$ cat src/design/first_fit_page_extent_allocator_macros.svh
// assertion macros used by the allocator top level
`ifndef FIRST_FIT_PAGE_EXTENT_ALLOCATOR_MACROS_SVH
`define FIRST_FIT_PAGE_EXTENT_ALLOCATOR_MACROS_SVH

// same-cycle implication, checked on the module clock outside reset
`define FFPEA_ASSERT_IMP(lbl, ante, cons) \
   lbl: assert property (@(posedge clock) disable iff (reset) (ante) |-> (cons)) \
      else $error("assertion failed");

// next-cycle implication
`define FFPEA_ASSERT_NXT(lbl, ante, cons) \
   lbl: assert property (@(posedge clock) disable iff (reset) (ante) |=> (cons)) \
      else $error("assertion failed");

`endif

$ cat src/design/ffpea_pkg.sv
// shared constants, codes and controller/datapath interface types
`default_nettype none
package ffpea_pkg;
   localparam int PAGE_BITS      = 36;
   localparam int MAX_EXTENTS    = 512;
   localparam int PAGES_PER_SLOT = 512;
   localparam int IDX_BITS       = $clog2(MAX_EXTENTS);
   localparam int CNT_BITS       = $clog2(MAX_EXTENTS + 1);
   localparam int WIDE_BITS      = PAGE_BITS + 2;

   localparam logic [1:0] MODE_COUNT = 2'd0;
   localparam logic [1:0] MODE_SLOT  = 2'd1;
   localparam logic [1:0] MODE_FREE  = 2'd2;

   localparam logic [1:0] ST_OK    = 2'd0;
   localparam logic [1:0] ST_NOFIT = 2'd1;
   localparam logic [1:0] ST_FULL  = 2'd2;

   typedef enum logic [2:0] {
      PTR_HOLD, PTR_ZERO, PTR_INC, PTR_DEC, PTR_USED, PTR_HIT_INC
   } ptr_op_type;
   typedef enum logic [1:0] {RD_NONE, RD_PTR, RD_NEXT, RD_PREV} rd_op_type;
   typedef enum logic [2:0] {
      WR_NONE, WR_UPDATE, WR_MOVE, WR_SPLIT_LO, WR_SPLIT_HI, WR_APPEND
   } wr_op_type;
   typedef enum logic [1:0] {SUM_HOLD, SUM_SUB_CNT, SUM_SUB_SLOT, SUM_ADD_CNT} sum_op_type;
   typedef enum logic [1:0] {PAGE_HOLD, PAGE_CLEAR, PAGE_START, PAGE_SLOT} page_op_type;
   typedef enum logic [1:0] {USED_HOLD, USED_INC, USED_DEC} used_op_type;

   typedef struct packed {
      logic        load;
      ptr_op_type  ptr_op;
      rd_op_type   rd_op;
      wr_op_type   wr_op;
      sum_op_type  sum_op;
      page_op_type page_op;
      used_op_type used_op;
      logic        set_status;
      logic [1:0]  status;
      logic        latch_hit;
      logic        respond;
   } dp_cmd_type;

   typedef struct packed {
      logic [1:0] mode;
      logic       hit;
      logic       gap_nz;
      logic       upd_zero;
      logic       hi_zero;
      logic       last;
      logic       empty;
      logic       full;
      logic       cnt_zero;
      logic       next_valid;
      logic       above_hit;
   } dp_stat_type;
endpackage
`default_nettype wire

$ cat src/design/ffpea_ctrl.sv
// controller: scan, shift and split sequencing for one transaction
`default_nettype none
module ffpea_ctrl (
   input  wire logic                 clock,
   input  wire logic                 reset,
   input  wire logic                 start,
   output logic                      busy,
   input  ffpea_pkg::dp_stat_type    stat,
   output ffpea_pkg::dp_cmd_type     cmd
);
   import ffpea_pkg::*;

   typedef enum logic [3:0] {
      S_IDLE, S_DISPATCH, S_SCAN_RD, S_SCAN_CHK, S_END, S_DROP_CHK, S_DROP_WR,
      S_UP_CHK, S_UP_WR, S_SPLIT_LO, S_SPLIT_HI, S_RESP
   } state_type;

   state_type state_ff, state_in;
   logic      busy_ff, busy_in;

   assign busy = busy_ff;

   // next state and datapath commands
   always_comb begin
      cmd      = '0;
      state_in = state_ff;
      busy_in  = busy_ff;
      case (state_ff)
         S_IDLE: begin
            if (start) begin
               cmd.load       = 1'b1;
               cmd.page_op    = PAGE_CLEAR;
               cmd.set_status = 1'b1;
               cmd.status     = ST_OK;
               cmd.ptr_op     = PTR_ZERO;
               busy_in        = 1'b1;
               state_in       = S_DISPATCH;
            end
         end
         S_DISPATCH: begin
            if (!(stat.mode inside {MODE_COUNT, MODE_SLOT, MODE_FREE}) ||
                (stat.mode == MODE_FREE && stat.cnt_zero)) begin
               state_in = S_RESP;
            end else if (stat.empty) begin
               state_in = S_END;
            end else begin
               state_in = S_SCAN_RD;
            end
         end
         S_SCAN_RD: begin
            cmd.rd_op = RD_PTR;
            state_in  = S_SCAN_CHK;
         end
         S_SCAN_CHK: begin
            if (stat.hit) begin
               case (stat.mode)
                  MODE_COUNT: begin
                     cmd.wr_op   = WR_UPDATE;
                     cmd.sum_op  = SUM_SUB_CNT;
                     cmd.page_op = PAGE_START;
                     state_in    = stat.upd_zero ? S_DROP_CHK : S_RESP;
                  end
                  MODE_SLOT: begin
                     if (!stat.gap_nz) begin
                        cmd.wr_op   = WR_UPDATE;
                        cmd.sum_op  = SUM_SUB_SLOT;
                        cmd.page_op = PAGE_SLOT;
                        state_in    = stat.upd_zero ? S_DROP_CHK : S_RESP;
                     end else if (stat.full) begin
                        cmd.set_status = 1'b1;
                        cmd.status     = ST_FULL;
                        state_in       = S_RESP;
                     end else begin
                        cmd.latch_hit = 1'b1;
                        cmd.page_op   = PAGE_SLOT;
                        cmd.ptr_op    = PTR_USED;
                        state_in      = S_UP_CHK;
                     end
                  end
                  default: begin
                     cmd.wr_op  = WR_UPDATE;
                     cmd.sum_op = SUM_ADD_CNT;
                     state_in   = S_RESP;
                  end
               endcase
            end else if (stat.last) begin
               state_in = S_END;
            end else begin
               cmd.ptr_op = PTR_INC;
               state_in   = S_SCAN_RD;
            end
         end
         S_END: begin
            // nothing matched: fail an allocation, append a free unless the table is full
            if (stat.mode != MODE_FREE) begin
               cmd.set_status = 1'b1;
               cmd.status     = ST_NOFIT;
            end else if (stat.full) begin
               cmd.set_status = 1'b1;
               cmd.status     = ST_FULL;
            end else begin
               cmd.wr_op   = WR_APPEND;
               cmd.used_op = USED_INC;
               cmd.sum_op  = SUM_ADD_CNT;
            end
            state_in = S_RESP;
         end
         S_DROP_CHK: begin
            if (stat.next_valid) begin
               cmd.rd_op = RD_NEXT;
               state_in  = S_DROP_WR;
            end else begin
               cmd.used_op = USED_DEC;
               state_in    = S_RESP;
            end
         end
         S_DROP_WR: begin
            cmd.wr_op  = WR_MOVE;
            cmd.ptr_op = PTR_INC;
            state_in   = S_DROP_CHK;
         end
         S_UP_CHK: begin
            if (stat.above_hit) begin
               cmd.rd_op = RD_PREV;
               state_in  = S_UP_WR;
            end else begin
               state_in = S_SPLIT_LO;
            end
         end
         S_UP_WR: begin
            cmd.wr_op  = WR_MOVE;
            cmd.ptr_op = PTR_DEC;
            state_in   = S_UP_CHK;
         end
         S_SPLIT_LO: begin
            cmd.wr_op = WR_SPLIT_LO;
            state_in  = S_SPLIT_HI;
         end
         S_SPLIT_HI: begin
            cmd.wr_op   = WR_SPLIT_HI;
            cmd.used_op = USED_INC;
            cmd.sum_op  = SUM_SUB_SLOT;
            cmd.ptr_op  = PTR_HIT_INC;
            state_in    = stat.hi_zero ? S_DROP_CHK : S_RESP;
         end
         S_RESP: begin
            cmd.respond = 1'b1;
            busy_in     = 1'b0;
            state_in    = S_IDLE;
         end
         default: begin
            busy_in  = 1'b0;
            state_in = S_IDLE;
         end
      endcase
   end

   // state and busy registers
   always_ff @(posedge clock) begin
      if (reset) begin
         state_ff <= S_IDLE;
         busy_ff  <= 1'b0;
      end else begin
         state_ff <= state_in;
         busy_ff  <= busy_in;
      end
   end
endmodule
`default_nettype wire

$ cat config.mk
export PLATFORM = sky130hd
export DESIGN_NAME = ffpea_ctrl
export DESIGN_NICKNAME = d
export VERILOG_FILES = /design/src/design/first_fit_page_extent_allocator_macros.svh /design/src/design/ffpea_pkg.sv /design/src/design/ffpea_ctrl.sv
export SDC_FILE = /design/constraint.sdc
export NUM_CORES = 1
export LEC_CHECK = 0
export ABC_CLOCK_PERIOD_IN_PS = 3700
export BUFFER_PORTS_ARGS = -buffer_cell sky130_fd_sc_hd__buf_2
export CAP_MARGIN = 25
export CORE_UTILIZATION = 48
export CTS_CLUSTER_SIZE = 10
export DETAILED_ROUTE_END_ITERATION = 6
export GPL_ROUTABILITY_DRIVEN = 0
export PLACE_DENSITY = 0.92
export SETUP_SLACK_MARGIN = 0.1
export SYNTH_ARGS = -nofsm -noshare
export SYNTH_HDL_FRONTEND = slang
export SYNTH_SLANG_ARGS = --single-unit
export TNS_END_PERCENT = 30
$ cat constraint.sdc
create_clock -name clock -period 3.7 [get_ports clock]
set_input_delay 0.555 -clock clock [delete_from_list [all_inputs] [get_ports clock]]
set_output_delay 0.555 -clock clock [all_outputs]
set_load 0.01 [all_outputs]
# Word-level counts from Yosys, hierarchy flattened
# Cells that the tools add are included.
op_classes:
  n_mux: 52
  reduce_logical: 9
  n_eq_ne: 15
  bitwise: 1
ops:
  columns: ["operator", "n"]
  rows:
  - ["$mux W4", 12]
  - ["$pmux W4 S11", 1]
  - ["$mux W3", 10]
  - ["$pmux W3 S5", 2]
  - ["$pmux W2 S3", 3]
  - ["$eq A4 B3 Y1 const B", 4]
  - ["$eq A4 B4 Y1 const B", 4]
  - ["$mux W2", 6]
  - ["$mux W5", 2]
  - ["$pmux W5 S2", 1]
  - ["$reduce_or A10 Y1", 1]
  - ["$mux W1", 9]
  - ["$pmux W3 S3", 1]
  - ["$eq A4 B2 Y1 const B", 2]
  - ["$pmux W2 S2", 2]
  - ["$pmux W4 S2", 1]
  - ["$mux W7", 1]
  - ["$eq A4 B1 Y1 const B", 1]
  - ["$logic_not A4 Y1", 1]
  - ["$ne A2 B2 Y1 const B", 2]
  - ["$reduce_bool A3 Y1", 1]
  - ["$eq A2 B1 Y1 const B", 1]
  - ["$eq A2 B2 Y1 const B", 1]
  - ["$logic_not A2 Y1", 1]
  - ["7 further kinds", 7]
word_totals:
  ff_bits: 5
  word_cells: 79
  in_bits: 15

# Longest topological paths before layout
# Gate-level depths: netlist of run 1.
depth:
  ltp_word: 6
  ltp_mapped: 6
  ltp_nobuf: 4

# Worst setup path after synthesis of run 1
# Ideal clock, no wire load.
synth_path:
  path_type: "input port to output port"
  startpoint: "in stat[11] in the netlist's numbering"
  endpoint: "out cmd[10] in the netlist's numbering"
  setup_slack_ns: 1.523
  arrival_ns: 1.622
  stages: 5
  required_time_ns: 3.145
  cell_sequence: "clkbuf_1 > nor4bb_1 > a2bb2oi_1 > nor2_1 > a21o_1"
synth_rtl:
  columns: ["item", "line", "text"]
  rows:
  - ["start: declaration", "ffpea_ctrl.sv:8", "input ffpea_pkg::dp_stat_type stat,"]
  - ["end: declaration", "ffpea_ctrl.sv:9", "output ffpea_pkg::dp_cmd_type cmd"]

==> summary.txt, run 1 <==
Routing
  – First-pass DRT Iterations: 4
  – Routed wire length: 2020 microns
  – Initial DRC Count: 46
  – Post-route ant nets: 0
  – Vias post-DR: 927
  – DRC violations left: 0
  – Routed vias/inst: 6.10
  – WL/cell: 13.3 microns

Clock tree
  – Clk_lat worst skew: 240 ps
  – Clock sinks: 5
  – Clock buffer depth: 2
  – Setup Fix Bufs, Post-CTS: 0
  – Clock slew at reported path FFs: 40 ps
  – TritonCTS Buffers: 3
  – Clk root buf: clkbuf_4
  – Post-CTS sizing: 0
  – CTS tree: built
  – Hold_buf cts: 0
  – Htree depth: 1

Power
  – Pwr per Cell Area: 524 nW/um^2
  – VDD IR max: 0.302 mV
  – Leakage: 0.000449 uW

Die
  – Die area: 1640 sq um
  – Cell Rows: 13
  – Die H: 40.5 microns
  – Die X: 40.5 microns
  – Num ports: 36
  – Starting density of the core: 0.533
  – CORE AREA: 1330 sq um

STA
  – Slew headroom: 0.559
  – Setup-failing EPs final: 0
  – Unrepaired setup endpoints after global routing: no
  – Achievable Freq: 393 MHz
  – Final Hold Fails: 0
  – Final Max Slew Viols: 0
  – Total negative slack: 0 ps
  – Final min period: 2550 ps
  – Worst-Margin Slew: 661 ps
  – Skew final: 4.17 ps
  – Final worst path period share: 0.689

Synthesis
  – Yosys top cell by area: dfxtp_1
  – FF+latch count, synth: 5
  – Cells taking the most area after synthesis: dfxtp_1, nor2_1, nand3_1
  – Share of the synthesized area in the top cell type: 0.141
  – Ys Warns: 0
  – Async SR Flop Fraction: 0
  – Avg Cell Area, Syn: 6.64 sq um
  – Post-synth EDFFs: 0
  – Post-Syn Nets: 122
  – Sequential area share after synthesis: 0.141
  – Cells after Synth: 107
  – Synthesized area: 711 sq um
  – Main synth FF type: dfxtp_1
  – Post-synth cell types: 40

Worst setup path
  – Worst R2R Path Depth: 4
  – Crit path DAT: 1990 ps
  – CP Launch Point: state_ff[2]
  – Req. time, crit path: 3140 ps
  – Reg-to-reg endpoint: state_ff[2]
  – Worst setup SP type: flop
  – Crit-path max FO: 22
  – Kind of critical path: reg2out
  – Flop2flop setup slack: 1870 ps
  – Crit. End Element: primary output
  – Reg2Reg Launch Point: state_ff[1]

Global route
  – Vias in the first global route: 668
  – Initial antenna violation count: 0
  – GR Overflow Total: 0
  – Gr usage total: 0.254
  – First-pass GRT wire length: 2820 microns
  – Largest net degree at the start of global routing: 23

Placement
  – Placed Cells: 148
  – DP HPWL: 1540 microns
  – PortBufs: 35

Flow run
  – Max Cap Viol: 0

Outcome
  – Status: finished clean

Min path
  – Hold EP: busy
  – Worst hold path class: reg2reg
  – Worst Hold Launch: busy
  – Hold depth: 1

Finish
  – Area delta synth->final: 25.4%
  – Commonest non-fill, non-tap cell in the layout: buf_2
  – N_diodes: 0
  – Share of layout cells above drive strength 1: 0.321
  – Most frequent cells in the layout: buf_2, nor2_1, nand2_1
  – Final #Nets: 153
  – Non-Filler Instances: 152
-- per-layer routing --
| metal | vias up | share of wire | global-route usage |
|---|---|---|---|
| met3 | 0 | 0.081 | 0.0944 |
| met4 | 0 | 0 | 0.0250 |
| met5 | - | 0 | 0 |
| li1 | 460 | - | - |
| met1 | 417 | 0.46 | 0.320 |
| met2 | 50 | 0.46 | 0.421 |
-- through the flow --
stage / instance area (sq um) / power [uW] / setup slack (ps) / hold slack [ps] / utilization
after floorplan: 711 / 322 / 1520 / 509 / -
after global placement: 865 / 388 / 1510 / 442 / 0.648
after detailed placement: 865 / 399 / 1480 / 457 / 0.648
after CTS: 891 / 464 / 1190 / 472 / 0.668
after global routing: 891 / 500 / 1010 / 506 / 0.668
final: 891 / 466 / 1150 / 468 / 0.668
-- synthesized netlist by cell type, types with 2 or more instances --
library cell and count:
a21oi_1 5, buf_2 2, nand2b_1 5, nor3_1 3
inv_1 4, clkbuf_1 6, o211ai_1 2, a31oi_1 5
and3_1 4, nand2_1 9, mux2i_1 2, nand3_1 7
dfxtp_1 5, a21o_1 4, o21ai_0 6, o22ai_1 3
nor2_1 10, nand3b_1 2, nor2b_1 2
-- state kept, by name, summed over array words and instances (netlist names) --
register / count
busy: 1
state_ff: 4
-- worst max-delay path by stage --
stage                   end  slack [ps]  cells after the start
floorplan           cmd[10]        1520                      5
global placement     cmd[9]        1510                      5
detailed placement   cmd[9]        1480                      5
CTS                  cmd[9]        1190                      5
global route         cmd[9]        1010                      5
finish               cmd[9]        1150                      5
-- power breakdown --
group          total (uW)  leakage, uW  internal (uW)  switching [uW]
registers             134    0.0000412           71.2            62.3
logic                 269     0.000393            123             146
clock network        64.1    0.0000150           40.8            23.3
total                 466     0.000449            235             231
-- critical path, cell delays in order, from the launching register on --
cell	delay [ps]
dfxtp_1	740
nand2b_1	240
nor3_1	350
a31oi_1	140
o22ai_1	130
buf_2	150
-- cell families after synthesis --
logic type	count (synthesis)	synth area share
AND/OR/NAND/NOR	52	0.408
flip-flops	5	0.141
buffers and inverters	13	0.0775
AO/OA/AOI/OAI	35	0.345
multiplexers	2	0.0282
-- area by class of cell --
class	instances	area, sq um
multi-input combinational	89	556
fill	129	443
timing repair buffer	35	175
sequential	5	100
clock buffer	4	26.3
tap	15	18.8
inverter	4	15.0
(Power assumes the default switching activity.)
==> inputs of run 2 (changes only) <==
--- a/config.mk
+++ b/config.mk
@@ -5,14 +5,15 @@
 export SDC_FILE = /design/constraint.sdc
 export NUM_CORES = 1
 export LEC_CHECK = 0
-export ABC_CLOCK_PERIOD_IN_PS = 3700
+export ABC_AREA = 1
+export ABC_CLOCK_PERIOD_IN_PS = 2600
 export BUFFER_PORTS_ARGS = -buffer_cell sky130_fd_sc_hd__buf_2
 export CAP_MARGIN = 25
-export CORE_UTILIZATION = 48
+export CORE_UTILIZATION = 44
 export CTS_CLUSTER_SIZE = 10
 export DETAILED_ROUTE_END_ITERATION = 6
 export GPL_ROUTABILITY_DRIVEN = 0
-export PLACE_DENSITY = 0.92
+export PLACE_DENSITY = 0.86
 export SETUP_SLACK_MARGIN = 0.1
 export SYNTH_ARGS = -nofsm -noshare
 export SYNTH_HDL_FRONTEND = slang
==> constraint.sdc (replaced) <==
create_clock -name clock -period 2.6 [get_ports clock]
set_input_delay 0.39 -clock clock [delete_from_list [all_inputs] [get_ports clock]]
set_output_delay 0.39 -clock clock [all_outputs]
set_load 0.01 [all_outputs]
==> run 2 against run 1 <==
Against the previous run: clock-buffer cell count stayed put; combinational power is 72% higher; sequential share of layout area decreased by 0.23 points; via count grew 4.2%; largest cell class unchanged; die area rose by 5.5%; routed wire length down 2.2%; worst hold slack worse by 140 ps; worst setup slack worse by 480 ps.
==> summary.txt, run 2 <==
Clock tree
  – Clock slew at reported path FFs: 50 ps
  – Setup Fix Bufs, Post-CTS: 0
  – Clk_lat worst skew: 240 ps
  – CTS tree: built
  – Htree depth: 1
  – Clk root buf: clkbuf_4
  – Clock sinks: 5
  – TritonCTS Buffers: 3
  – Clock buffer depth: 2
  – Hold_buf cts: 0
  – Post-CTS sizing: 0

Synthesis
  – Compound-cell area share of the yosys netlist: 0.169
  – Main synth FF type: dfxtp_1
  – Post-synthesis simple-gate area fraction: 0.526
  – Cells taking the most area after synthesis: nand2_1, dfxtp_1, nor2_1
  – Synth Area in XOR/XNOR: 0
  – Most frequent cell after synthesis: nand2_1
  – Sequential area share after synthesis: 0.145
  – Ys Warns: 0
  – Top post-synthesis cells by count: nand2_1, nor2_1, inv_1
  – Largest family of logic cells by synthesized area: simple AND/OR/NAND/NOR gates
  – Mux cell area share after synthesis: 0
  – Synthesized area: 689 sq um
  – Cells after Synth: 137
  – Post-synth cell types: 20
  – Async SR Flop Fraction: 0
  – FF+latch count, synth: 5
  – Avg Cell Area, Syn: 5.03 sq um
  – Yosys top cell by area: nand2_1
  – Post-Syn Nets: 152
  – Share of the synthesized area in the top cell type: 0.218
  – Post-synth EDFFs: 0
  – Adder-cell share of the synthesized area: 0

Worst setup path
  – Peak per-stage delay on the critical path: 370 ps
  – Crit path DAT: 1530 ps
  – Worst setup SP type: flop
  – Cell family contributing the most delay on the critical path: simple AND/OR/NAND/NOR gates
  – Kind of critical path: reg2out
  – Crit path cell chain: nor2_2, inv_2, nor2_1, nand2_1, o21ai_0, buf_2
  – Crit. End Element: primary output
  – Crit-path max FO: 5
  – Req. time, crit path: 2210 ps
  – Worst path bufs/invs: 2
  – Worst path slowest cell: dfxtp_1

Finish
  – Max reg flops: 4
  – Most frequent cells in the layout: nand2_1, buf_2, nor2_1
  – Post-Layout Inst Area: 910 sq um
  – N_diodes: 0
  – Post-Route Utilization: 0.658
  – Register with the highest flop count: state_ff
  – Final #Nets: 192
  – Commonest non-fill, non-tap cell in the layout: nand2_1
  – Area delta synth->final: 31.9%
  – Share of layout cells above drive strength 1: 0.307

STA
  – Setup-failing EPs final: 0
  – Achievable Freq: 519 MHz
  – Slew headroom: 0.797
  – Total negative slack: 0 ps
  – Final Hold Fails: 0
  – Worst-Margin Slew: 303 ps
  – Final worst path period share: 0.740
  – Final min period: 1920 ps
  – Final Max Slew Viols: 0
  – Skew final: 9.71 ps
  – Unrepaired setup endpoints after global routing: no

Power
  – Pwr per Cell Area: 765 nW/um^2
  – Total power: 696 uW
  – VDD IR max: 0.452 mV
  – Leakage: 0.000614 uW

Placement
  – Post-place instance area: 883 sq um
  – DP HPWL: 1730 microns
  – PortBufs: 35

Routing
  – First-pass DRT Iterations: 4
  – Routed wire length: 1980 microns
  – DRC violations left: 0
  – Vias post-DR: 966
  – WL/cell: 10.3 microns
  – Initial DRC Count: 23
  – Post-route ant nets: 0
  – Routed vias/inst: 5.06

Die
  – Die H: 41.6 microns
  – Die X: 41.6 microns
  – Die area: 1730 sq um
  – CORE AREA: 1380 sq um
  – Num ports: 36
  – Starting density of the core: 0.499
  – Cell Rows: 13

Global route
  – Vias in the first global route: 869
  – Gr usage total: 0.241
  – First-pass GRT wire length: 3370 microns
  – Largest net degree at the start of global routing: 7
  – GR Overflow Total: 0
  – Initial antenna violation count: 0

Outcome
  – Status: finished clean

Flow run
  – Max Cap Viol: 0

Min path
  – Worst hold path class: in2reg
==> run 2: report_power, final <==
group	internal (uW)	switching [uW]	leakage, uW
clock	57.9	29.7	0.0000150
sequential	106	39.5	0.0000412
combinational	162	301	0.000558
total	326	370	0.000614
==> run 2: final timing paths <==
path                from           to  slack [ps]  cells after the start
max          state_ff[3]      cmd[16]         680                      6
min                reset  state_ff[2]         330                      2
max reg2reg  state_ff[3]  state_ff[2]        1310                      7
min reg2reg         busy         busy         450                      2
==> run 2: area by class of cell <==
cell class,count,area (sq um)
flip-flops and latches,5,100
repair buffers,35,175
well taps,15,18.8
inverters,29,110
fillers,136,473
clock buffers,4,26.3
multi-input cells,103,479
==> run 2: logic make-up (layout without fill, tap and decap cells) <==
family,Yosys count,after routing
DFF,5,5
AOI/OAI and AO/OA,19,19
buffers and inverters,29,68
and+or+nand+nor,84,84
==> run 2: per-stage QoR <==
stage               setup slack (ps)  instances  hold slack [ps]
floorplan                       1110        137              459
detailed placement               900        187              442
CTS                              700        191              327
global placement                 929        187              436
finish                           675        191              332
global route                     558        191              325
==> run 2: routing by layer <==
| metal | share of wire | global-route usage |
|---|---|---|
| met1 | 0.44 | 0.291 |
| met2 | 0.51 | 0.434 |
| met3 | 0.050 | 0.0304 |
| met4 | 0 | 0.0774 |
| met5 | 0 | 0 |
